[config.mk]
export PLATFORM = sky130hd
export DESIGN_NAME = rrt_cell
export DESIGN_NICKNAME = d
export VERILOG_FILES = /design/src/design/rrt_pkg.sv /design/src/design/rrt_cell.sv
export SDC_FILE = /design/constraint.sdc
export NUM_CORES = 1
export LEC_CHECK = 0
export ABC_AREA = 1
export BUFFER_PORTS_ARGS = -buffer_cell sky130_fd_sc_hd__clkbuf_2
export CORE_UTILIZATION = 35
export DETAILED_ROUTE_END_ITERATION = 10
export PLACE_DENSITY = 0.59
export SLEW_MARGIN = 20
export SYNTH_ARGS = -nofsm -noshare
export SYNTH_HDL_FRONTEND = slang
export SYNTH_SLANG_ARGS = --single-unit
[constraint.sdc]
create_clock -name clk -period 3.04 [get_ports clk]
set_input_delay 0.304 -clock clk [delete_from_list [all_inputs] [get_ports clk]]
set_output_delay 0.304 -clock clk [all_outputs]
set_load 0.02 [all_outputs]
[src/design/rrt_pkg.sv]
package rrt_pkg;

	// Capacity of the table and the widths that follow from it.
	localparam int MAX_REGIONS = 32;
	localparam int IDX_W = (MAX_REGIONS > 1) ? $clog2(MAX_REGIONS) : 1;
	localparam int CNT_W = $clog2(MAX_REGIONS + 1);

	localparam logic FUNC_RESERVE = 1'b0;
	localparam logic FUNC_LOOKUP  = 1'b1;

	localparam logic [1:0] STATUS_OK       = 2'd0;
	localparam logic [1:0] STATUS_CONFLICT = 2'd1;
	localparam logic [1:0] STATUS_FULL     = 2'd2;
	localparam logic [1:0] STATUS_NOTFOUND = 2'd3;

	typedef struct packed {
		logic        func;
		logic [15:0] region_start;
		logic [15:0] region_size;
		logic        is_bit;
		logic [2:0]  bit_position;
	} req_t;

	typedef struct packed {
		logic [1:0] status;
		logic [4:0] entry_index;
	} rsp_t;

	typedef struct packed {
		logic [15:0] region_start;
		logic [15:0] region_size;
		logic        is_bit;
		logic [2:0]  bit_position;
	} entry_t;

	// Request travelling down the row of cells, with the first hit found so far.
	typedef struct packed {
		req_t             req;
		logic             hit;
		logic [IDX_W-1:0] idx;
	} tok_t;

	// Reports the low five bits of a table index, zero-extended if narrower.
	function automatic logic [4:0] idx_to_out(input logic [IDX_W-1:0] idx);
		logic [IDX_W+4:0] ext;
		ext = {5'd0, idx};
		return ext[4:0];
	endfunction

endpackage

[src/design/rrt_cell.sv]
module rrt_cell import rrt_pkg::*; (
	input  logic             clk,
	input  logic             arst_n,
	input  logic [IDX_W-1:0] cell_idx,
	input  logic             occupied,
	input  logic             wr_en,
	input  entry_t           wr_entry,
	input  logic             vld_in,
	input  tok_t             tok_in,
	output logic             vld_out,
	output tok_t             tok_out
);

	entry_t      entry_q;
	logic        vld_q;
	tok_t        tok_q;
	tok_t        tok_nxt;
	logic [16:0] req_end;
	logic [16:0] ent_end;
	logic        spans_meet;
	logic        clash;
	logic        same;

	always_comb begin
		req_end = {1'b0, tok_in.req.region_start} + {1'b0, tok_in.req.region_size};
		ent_end = {1'b0, entry_q.region_start} + {1'b0, entry_q.region_size};
		spans_meet = (tok_in.req.region_size != 16'd0) && (entry_q.region_size != 16'd0) &&
			!(({1'b0, tok_in.req.region_start} >= ent_end) ||
			  (req_end <= {1'b0, entry_q.region_start}));
		if (tok_in.req.is_bit && entry_q.is_bit) begin
			clash = spans_meet && (tok_in.req.bit_position == entry_q.bit_position);
		end else begin
			clash = spans_meet;
		end
		same = (tok_in.req.region_start == entry_q.region_start) &&
			(tok_in.req.region_size == entry_q.region_size) &&
			(tok_in.req.is_bit == entry_q.is_bit) &&
			(!entry_q.is_bit || (tok_in.req.bit_position == entry_q.bit_position));

		tok_nxt = tok_in;
		if (occupied && !tok_in.hit) begin
			if (tok_in.req.func == FUNC_RESERVE) begin
				tok_nxt.hit = clash;
			end else if (same) begin
				tok_nxt.hit = 1'b1;
				tok_nxt.idx = cell_idx;
			end
		end
	end

	always_ff @(posedge clk) begin
		if (wr_en) begin
			entry_q <= wr_entry;
		end
		tok_q <= tok_nxt;
	end

	always_ff @(posedge clk or negedge arst_n) begin
		if (!arst_n) begin
			vld_q <= 1'b0;
		end else begin
			vld_q <= vld_in;
		end
	end

	assign vld_out = vld_q;
	assign tok_out = tok_q;

endmodule

# ---- Yosys cells after proc, flatten, opt, wreduce, memory -nomap -nowiden
# Cells that the tools add are included.
# Widths: inputs -> output; s select.
dict set report word_totals {
  in_bits 89
  regBits 80
}
dict set report classes {
  n_addsub 2
  n_lt_le_gt_ge 2
  n_eq_ne 4
  muxes 5
  n_reduce_logical 15
}
# op n
set ops {}
lappend ops {{$add 16x16->17} 2}
lappend ops {{$eq 16x16->1} 2}
lappend ops {{$reduce_bool 16->1} 2}
lappend ops {{$ge 16x17->1} 1}
lappend ops {{$le 17x16->1} 1}
lappend ops {{$mux 6} 2}
lappend ops {{$logic_and 1x1->1} 8}
lappend ops {{$mux 5} 1}
lappend ops {{$eq 3x3->1} 1}
lappend ops {{$logic_not 1->1} 3}
lappend ops {{$logic_or 1x1->1} 2}
lappend ops {{$mux 1} 2}
lappend ops {{$eq 1x1->1} 1}

# ---- Longest topological paths before layout
# Gate-level depths: netlist of run 1.
dict set report logic_depth {
  depth_word 9
  depth_mapped 24
  depth_no_buf 24
}

# ---- Worst setup path before layout of run 1
# OpenSTA, ideal clock, no wires.
dict set report synth_timing {
  path_kind {input -> register}
  startpoint {in tok_in[10] (netlist bit)}
  endpoint {reg tok_q, in the netlist tok_out[5]}
  path_buffers 0
  t_arrival_ns 2.679
  slack_ns 0.249
  cell_stages 23
  setup_time_ns 0.112
  path_cell_list {ha_1 -> inv_1 -> fa_1 -> nand3b_1 -> nand2_1 -> nand4_1 -> o211ai_2 -> a21oi_1 -> o21bai_2 -> xor2_1 -> ha_1 -> nand2_1 -> nor2_1 -> a211oi_1 -> nand2_1 -> nand2_1 -> nand2_1 -> nand2_1 -> nand2_1 -> nand2_1 -> nand2_1 -> nand2_1 -> nand2_1}
}
# element line
set synth_lines {}
lappend synth_lines {{start, declared} rrt_cell.sv:9} ;# input tok_t tok_in,
lappend synth_lines {{end signal, assigned} rrt_cell.sv:55} ;# tok_q <= tok_nxt;
lappend synth_lines {{end, declared} rrt_cell.sv:16} ;# tok_t tok_q;

==> out/qor.txt, run 1 <==
Clock tree root driver cell: clkbuf_16
Vias per cell: 4.870
Synth Flop Type: dfxtp_1
Final WL: 13980 µm
Critical Path Start: entry_q[6]$_DFFE_PP_
ANT nets after route: 0
Synth Area per Inst: 8.881 µm²
DR vias: 4553
Finished Layout Cells: 935
EDFF count, synth: 36
Cells after Synth: 561
Placer Congestion: 0.8625
Layout area overhead: 35.28%
CP max FO: 4
Placed Cells: 902
Die Span X: 121.3 µm
Power Dens Cells: 532.6 mW/mm²
Routed WL per cell: 14.95 µm
Row cnt: 43
Setup slack at placement: -0.1404 ns
Core Region: 0.01388 mm²
YS warnings: 0
Slew HR: 41.84%
Max capacitance violation total: 0
Worst path required time: 3.28 ns
Status: finished clean
DR pass1 iterations: 5
Starting DRT DRC Count: 215
Synth cell types: 41
DIE AREA: 0.01472 mm²
R2R depth: 20
Hpwl dp: 11600 µm
Critical path endpoint category: flop
R2R Setup Slk: 0.07 ns
Initial antenna violation count: 0
CTS Buf Count: 9
R2r endpoint: tok_out[5]$_DFF_P_
Top cell type's share of synthesized area: 21.70%
Worst reg2reg startpoint: entry_q[6]$_DFFE_PP_
Clock-pin transition on the worst setup and hold timing paths: 0.06 ns
Final Critical Period: 2.972 ns
Worst slew pin tran: 0.8724 ns
Area leader, netlist: edfxtp_1
CTS sink cnt: 80
Final Util: 48.56%
# fillers: 1324
Clk Latency, worst-skew pair: 0.35 ns
Vias in the first global route: 4449
Final Hold Vio Count: 0
DRC viols: 0
WP data arrival: 3.21 ns
Crit path kind: reg2reg
Yosys reg bits: 80
Ys async rst share: 1.250%
Fin nets: 906
Grt ovf: 0
Final slew viol count: 0
Largest net degree at the start of global routing: 37
First-pass GRT wire length: 21360 µm
# IOs: 133
Startpoint class of the critical path: flop
Worst Setup EP: tok_out[5]$_DFF_P_
Total power: 3590 µW
Initial Utilization: 35.89%
Antenna Cells: 0
VDD IR max: 0.2643 mV
Leak: 0.003333 µW
Total track usage: 19.38%
Longest Clk Path Bufs: 2
Final period util: 97.75%
CTS HTree Levels: 3
Final setup fails: 0
Top cells by area, synth: edfxtp_1, dfxtp_1, ha_1, nand2_1, inv_1
Die height: 121.3 µm
Mapped cell area: 0.004982 mm²
Final setup TNS: 0 ns
Clock skew: 0.004282 ns
Final WS setup: 0.06830 ns
Sequential-to-total area share from yosys stat: 39.48%
Hold Path Class: in2reg
Syn_nets: 717
CTS tree: yes
F_max: 336.5 MHz
Share of layout cells above drive strength 1: 32.58%
PortBufs: 132
what timing repair did:
action,4_1_cts,5_1_grt
pin swaps,2,16
hold endpoints to repair,1,0
gates resized for setup,4,30
buffers inserted,0,16
endpoints found under the setup margin,1,1
hold buffers,1,0
final cells by class:
| type | count | area (µm²) | share of cell area [%] |
|---|---|---|---|
| inverter | 69 | 259.0 | 3.843 |
| timing repair buffer | 178 | 1008 | 14.96 |
| tap | 180 | 225.2 | 3.341 |
| clock inverter | 4 | 75.07 | 1.114 |
| clock buffer | 12 | 257.7 | 3.824 |
| sequential | 80 | 1967 | 29.18 |
| multi-input combinational | 412 | 2948 | 43.73 |
cell families after synthesis:
family                   count (synthesis)  synth area share, %
flip-flops                              80                39.48
AO/OA/AOI/OAI                           90                10.77
buffers and inverters                   69                5.198
XOR/XNOR                                43                7.559
adder cells (fa/ha/maj)                 67                17.13
AND/OR/NAND/NOR                        212                19.86
worst max-delay path, cell delays in order (launching register included):
cell and delay, ns:
edfxtp_1 0.45, ha_4 0.30, a21oi_4 0.16, nand2_2 0.10, nand3_1 0.11, nand3_2 0.13, a31oi_4 0.24, o21ai_2 0.08
xnor2_1 0.13, ha_1 0.35, nand2_1 0.07, nor2_1 0.12, nand4_1 0.14, nand2_1 0.11, nand3_2 0.08, nand3_2 0.07
nor2_2 0.05, nand2_1 0.06, nand2_1 0.04, nand2_1 0.05, nand2_1 0.04
stage by stage:
| step | cell area, µm² | hold WS [ns] |
|---|---|---|
| 3_5_place_dp | 6086 | 0.08242 |
| 3_3_place_gp | 6086 | 0.08120 |
| 5_1_grt | 6740 | 0.05344 |
| 2_1_floorplan | 4982 | 0.008409 |
| 4_1_cts | 6445 | 0.05239 |
| 6_report | 6740 | 0.06527 |
cell usage in the layout, fill, tap and decap left out, types with 3 or more instances in the layout:
cell type,count
clkbuf_2,132
nand2_1,107
inv_1,63
ha_1,54
buf_4,45
nor2_1,44
dfxtp_1,43
a21oi_1,36
edfxtp_1,36
xnor2_1,26
xor2_1,17
nand3_1,15
o21ai_0,12
nand4_1,11
clkbuf_16,10
o21ai_1,9
ha_4,9
a21o_1,8
nand2_2,7
inv_2,6
nand3_2,6
nor3_1,5
a21oi_2,5
o22ai_1,4
a31oi_1,3
nor2_2,3
nor3_2,3
how the worst min path moves through the flow:
| stage | end | slack, ns | start | cells after the start |
|---|---|---|---|---|
| 2_1_floorplan | vld_out$_DFF_PN0_ | 0.008 | arst_n | 0 |
| 3_3_place_gp | vld_out$_DFF_PN0_ | 0.08 | arst_n | 1 |
| 3_5_place_dp | vld_out$_DFF_PN0_ | 0.08 | arst_n | 1 |
| 4_1_cts | vld_out$_DFF_PN0_ | 0.05 | vld_in | 1 |
| 5_1_grt | vld_out$_DFF_PN0_ | 0.05 | vld_in | 1 |
| 6_report | vld_out$_DFF_PN0_ | 0.07 | vld_in | 1 |
cells in the mapped netlist, types with 2 or more instances:
library cell / count
o21ai_0: 12
nand4_4: 2
nand3_2: 3
nand4_1: 11
nand3b_1: 2
nor2_2: 2
a211oi_1: 2
nand2_2: 3
a31oi_1: 3
inv_2: 5
o21ai_1: 9
dfxtp_1: 43
inv_1: 64
o21a_1: 2
o21bai_2: 2
ha_1: 65
xnor2_1: 26
xor2_1: 17
edfxtp_1: 36
o22ai_1: 4
nor3_2: 3
nor2_1: 45
nand3_1: 18
a21o_1: 8
a21oi_1: 40
nand2_1: 112
fa_1: 2
nor4_1: 2
a21oi_2: 2
nor3_1: 5
state kept, by name, summed over array words and instances (netlist names):
name	count
vld_out	1
tok_out	43
entry_q	36
power breakdown:
group	leakage (µW)	internal (µW)	switching, µW
sequential	0.000727	1200	47.2
combinational	0.00244	504	648
clock	0.000162	771	417
metal layers:
metal	global-route usage [%]	share of wire (%)
met5	0	0
met4	7.176	2.6
met3	4.041	4.6
met2	32.81	48
met1	24.05	45
(Power assumes the default switching activity.)
==> run 2: changes to the inputs <==
- CORE_ASPECT_RATIO: default -> 1.75
- GPL_TIMING_DRIVEN: default -> 0
==> run 2 against run 1 <==
Against the previous run: sequential power about the same; hold slack better by 0.0030 ns; routed wire length grew 4.8%; global-route usage up 0.083 points; fmax grew 0.64%; via count is essentially flat; combinational power up 8%; critical path type unchanged; largest power group unchanged.
==> out/qor.txt, run 2 (synthesized netlist as in run 1, its figures left out) <==
Die height: 159.8 µm
CTS Buf Count: 9
Routed WL per cell: 15.78 µm
Worst slew pin tran: 0.8782 ns
PortBufs: 132
CTS tree: yes
R2R Setup Slk: 0.09 ns
Grt ovf: 0
Setup slack at placement: -0.4158 ns
Hold slack: 0.06831 ns
Core Region: 0.01391 mm²
Slew HR: 41.45%
Final Util: 48.80%
Most common cell after layout, fill and taps aside: clkbuf_2
Worst path required time: 3.33 ns
Status: finished clean
Final WL: 14660 µm
Clock tree root driver cell: clkbuf_16
Antenna Cells: 0
Most frequent cells in the layout: clkbuf_2, nand2_1, inv_1
Hold Path Class: in2reg
Clk Latency, worst-skew pair: 0.34 ns
Layout area overhead: 36.21%
CP max FO: 3
Final Hold Vio Count: 0
RSZ-0062 raised after global routing: yes
F_max: 338.7 MHz
Share of layout cells above drive strength 1: 34.84%
Initial Utilization: 35.83%
Final WS setup: 0.08734 ns
Crit path kind: reg2reg
# fillers: 1338
Vias per cell: 4.904
Sequential cell area: 0.001967 mm²
Final period util: 97.13%
Final slew viol count: 0
Largest net degree at the start of global routing: 37
Initial antenna violation count: 0
Max FFs per register: 43
VDD IR max: 0.3076 mV
Final Critical Period: 2.953 ns
WP data arrival: 3.25 ns
Longest Clk Path Bufs: 2
Die Span X: 92.19 µm
# IOs: 133
DR vias: 4556
Power Dens Cells: 520.9 mW/mm²
Max capacitance violation total: 0
Clock-pin transition on the worst setup and hold timing paths: 0.07 ns
CTS sink cnt: 80
Total power: 3535 µW
First-pass GRT wire length: 21930 µm
Vias in the first global route: 4603
Hpwl dp: 11740 µm
Final setup fails: 0
DRC viols: 0
Starting DRT DRC Count: 161
Multi-input logic area: 0.003059 mm²
Total track usage: 19.46%
DIE AREA: 0.01474 mm²
Clock skew: 0.008068 ns
Critical path endpoint category: flop
Startpoint class of the critical path: flop
DR pass1 iterations: 4
CTS HTree Levels: 3
Fin nets: 903
Placer Congestion: 0.8413
Row cnt: 57
Leak: 0.003321 µW
ANT nets after route: 0
run 2: cell types whose count changed in the layout (fill, tap and decap cells not counted), sizes merged:
cell,before,now
clkinvlp,0,1
inv,70,73
bufinv,2,0
clkbuf,144,140
clkinv,1,2
buf,45,43
run 2: critical path, cell delays in order, from the launching register on:
cell	delay, ns
edfxtp_1	0.41
ha_2	0.24
fa_2	0.38
nand3_2	0.09
nand2_4	0.07
nand2_4	0.08
nand2_4	0.06
inv_2	0.07
o21bai_4	0.07
a31oi_2	0.17
xor2_1	0.17
ha_1	0.27
buf_4	0.14
a21o_1	0.15
nand4_1	0.10
nand3_2	0.08
nor2_1	0.09
nand2_1	0.08
nand2_1	0.07
nand2_1	0.04
nand2_1	0.04
run 2: area by class of cell:
type / instances / area share (%)
Inverter: 69 / 3.816
Clock inverter: 7 / 0.9218
Sequential cell: 80 / 28.98
Clock buffer: 9 / 3.319
Tap cell: 177 / 3.263
Multi-Input combinational cell: 412 / 45.08
Timing Repair Buffer: 175 / 14.62
run 2: per-stage QoR:
stage               cells  setup TNS [ns]  instance area, µm²
floorplan             561               0                4982
global placement      870         -0.3596                5864
global route          929        -0.08814                6787
finish                929               0                6787
CTS                   900               0                6341
detailed placement    870         -0.4158                5864
run 2: worst paths after layout:
check                                     start            endpoint  depth (start not counted)
max                        entry_q[4]$_DFFE_PP_  tok_out[5]$_DFF_P_                         20
min                                      vld_in   vld_out$_DFF_PN0_                          1
max reg2reg                entry_q[4]$_DFFE_PP_  tok_out[5]$_DFF_P_                         20
min reg2reg                entry_q[3]$_DFFE_PP_  tok_out[1]$_DFF_P_                          5
max in group asynchronous                arst_n   vld_out$_DFF_PN0_                          2
min in group asynchronous                arst_n   vld_out$_DFF_PN0_                          2
run 2: report_power, final:
group          internal [µW]  switching, µW
Combinational            541            699
Clock                    570            477
Sequential              1200           46.0
run 2: what timing repair did:
action,CTS,global route
hold buffers,1,0
endpoints found under the hold margin,1,0
buffers inserted,13,29
endpoints found under the setup margin,1,1
gates resized for setup,13,50
pin swaps,5,39
run 2: layer usage:
metal / part of all wire (%) / track usage [%]
met1: 36 / 19.48
met4: 4.7 / 10.37
met5: 0 / 0
met2: 56 / 37.89
met3: 3.6 / 2.333
==> run 3: changes to the inputs <==
- BUFFER_PORTS_ARGS: -buffer_cell sky130_fd_sc_hd__clkbuf_2 -> default
- CORE_ASPECT_RATIO: 1.75 -> 1.2
- DONT_BUFFER_PORTS: default -> 1
- PLACE_DENSITY: 0.59 -> 0.51
==> run 3 against run 2 <==
Against the previous run: sequential share of layout area rose by 2.0 points; clock power rose by 5%; flip-flop and latch count did not move; total power fell by 3.1%; final cell count fell by 12%; die area fell by 0.11%; fmax fell by 2.7%; critical path type unchanged.
==> out/qor.txt, run 3 (synthesized netlist as in run 1, its figures left out) <==
# fillers: 1286
Most used cell, CP: nand2_1
Die Span X: 110.9 µm
Die height: 132.7 µm
Crit path kind: reg2reg
CTS Buf Count: 9
Initial antenna violation count: 0
Clock-pin transition on the worst setup and hold timing paths: 0.06 ns
Power Dens Cells: 539.0 mW/mm²
Hold Path Class: in2reg
Crit-path cells: ha_4 > fa_2 > nand3_2 > nand2_2 > nand2_2 > nand2_4 > inv_4 > o21bai_4 > a31oi_2 > xor2_1 > ha_1 > nand2_2 > nor2_1 > nand4_1 > nand2_1 > nand3_1 > nand3_1 > nor2_1 > nand2_1 > nand2_1 > nand2_1 > nand2_1
Core Region: 0.01382 mm²
Most common cell after layout, fill and taps aside: nand2_1
Largest net degree at the start of global routing: 37
Row cnt: 47
F_max: 329.6 MHz
Cell family with most CP delay: simple AND/OR/NAND/NOR gates
ANT nets after route: 0
CTS tree: yes
R2R Setup Slk: 0.006 ns
Final WL: 13830 µm
Final Critical Period: 3.034 ns
Startpoint class of the critical path: flop
Total track usage: 19.23%
CTS sink cnt: 80
Antenna Cells: 0
Final setup fails: 0
Design Area, Final: 0.006354 mm²
DRC viols: 0
DR pass1 iterations: 4
DR vias: 4106
Total power: 3424 µW
CTS HTree Levels: 3
Clock tree root driver cell: clkbuf_16
Status: finished clean
Worst slew pin tran: 0.3732 ns
Slowest-stage cell, CP: edfxtp_1
WP data arrival: 3.29 ns
Worst reg2reg startpoint: entry_q[4]$_DFFE_PP_
DP Area: 0.005196 mm²
Routed WL per cell: 16.87 µm
CP max FO: 4
Initial Utilization: 36.05%
RSZ-0062 raised after global routing: yes
Slew HR: 74.93%
Grt ovf: 0
HP Start: tok_in[5]
Leak: 0.002871 µW
DIE AREA: 0.01472 mm²
Final period util: 99.79%
Fin nets: 800
Final slew viol count: 0
Placer Congestion: 0.8544
Vias per cell: 5.007
Max capacitance violation total: 0
PortBufs: 0
Most frequent cells in the layout: nand2_1, inv_1, ha_1
Critical Path Start: entry_q[4]$_DFFE_PP_
Hpwl dp: 10730 µm
CP peak stage delay: 0.43 ns
Max FFs per register: 43
Vias in the first global route: 4285
VDD IR max: 0.3483 mV
Longest Clk Path Bufs: 2
Layout area overhead: 27.52%
Worst path required time: 3.29 ns
Sequential cell area: 0.001967 mm²
Multi-input logic area: 0.002963 mm²
Share of layout cells above drive strength 1: 15.87%
# IOs: 133
Clock skew: 0.004446 ns
Final Hold Vio Count: 0
Starting DRT DRC Count: 184
Critical path endpoint category: flop
Clk Latency, worst-skew pair: 0.35 ns
Crit path buffers/inverters: 1
First-pass GRT wire length: 21510 µm
## run 3: changes by cell type in the layout (fill, tap and decap cells not counted), sizes merged
cell,previous run,this run
bufinv,0,1
inv,73,70
buf,43,33
dlygate4sd3,1,39
clkbuf,140,10
clkinv,2,3
## run 3: area by class of cell
cell class / instances / area share [%]
Clock buffer: 10 / 3.761
Clock inverter: 6 / 1.063
Inverter: 69 / 4.116
Multi-Input combinational cell: 412 / 46.63
Sequential cell: 80 / 30.96
Tap cell: 171 / 3.367
Timing Repair Buffer: 72 / 10.10
## run 3: power breakdown
| part | internal, µW | leakage [µW] | switching, µW |
|---|---|---|---|
| Clock | 660 | 0.000147 | 438 |
| Sequential | 1200 | 0.000727 | 92.8 |
| Combinational | 481 | 0.00200 | 550 |
| Total | 2340 | 0.00287 | 1080 |
## run 3: worst paths after layout
path | endpoint | cells past startpoint
hold / removal | tok_out[5]$_DFF_P_ | 2
max in group asynchronous | vld_out$_DFF_PN0_ | 1
setup reg to reg | tok_out[5]$_DFF_P_ | 22
hold reg to reg | tok_out[1]$_DFF_P_ | 5
min in group asynchronous | vld_out$_DFF_PN0_ | 1
setup / recovery | tok_out[5]$_DFF_P_ | 22
## run 3: through the flow
stage	std cells	TNS (ns)	utilization (%)	worst slack (ns)	hold slack, ns
after floorplan	561	0	-	0.2492	0.008409
after global placement	732	-0.1613	37.60	-0.1613	0.008445
after detailed placement	732	-0.2052	37.60	-0.2052	0.008439
after CTS	796	0	43.77	0.003112	0.03221
after global routing	820	-0.1806	45.98	-0.1806	0.03340
final	820	0	45.98	0.006399	0.03646
## run 3: per-layer routing
layer  vias up  part of all wire (%)  global-route usage, %
met4         0                   4.1                  10.67
li1       2069                     -                      -
met1      1871                    42                  21.41
met2       132                    49                  33.37
met5         -                     0                      0
met3        34                   5.1                  4.947
## run 3: what timing repair did
item	CTS	global route
resized for setup	12	23
endpoints found under the setup margin	1	1
hold endpoints to repair	39	0
gates cloned	0	0
hold buffers	39	0
pin swaps	6	29
buffers inserted	9	24
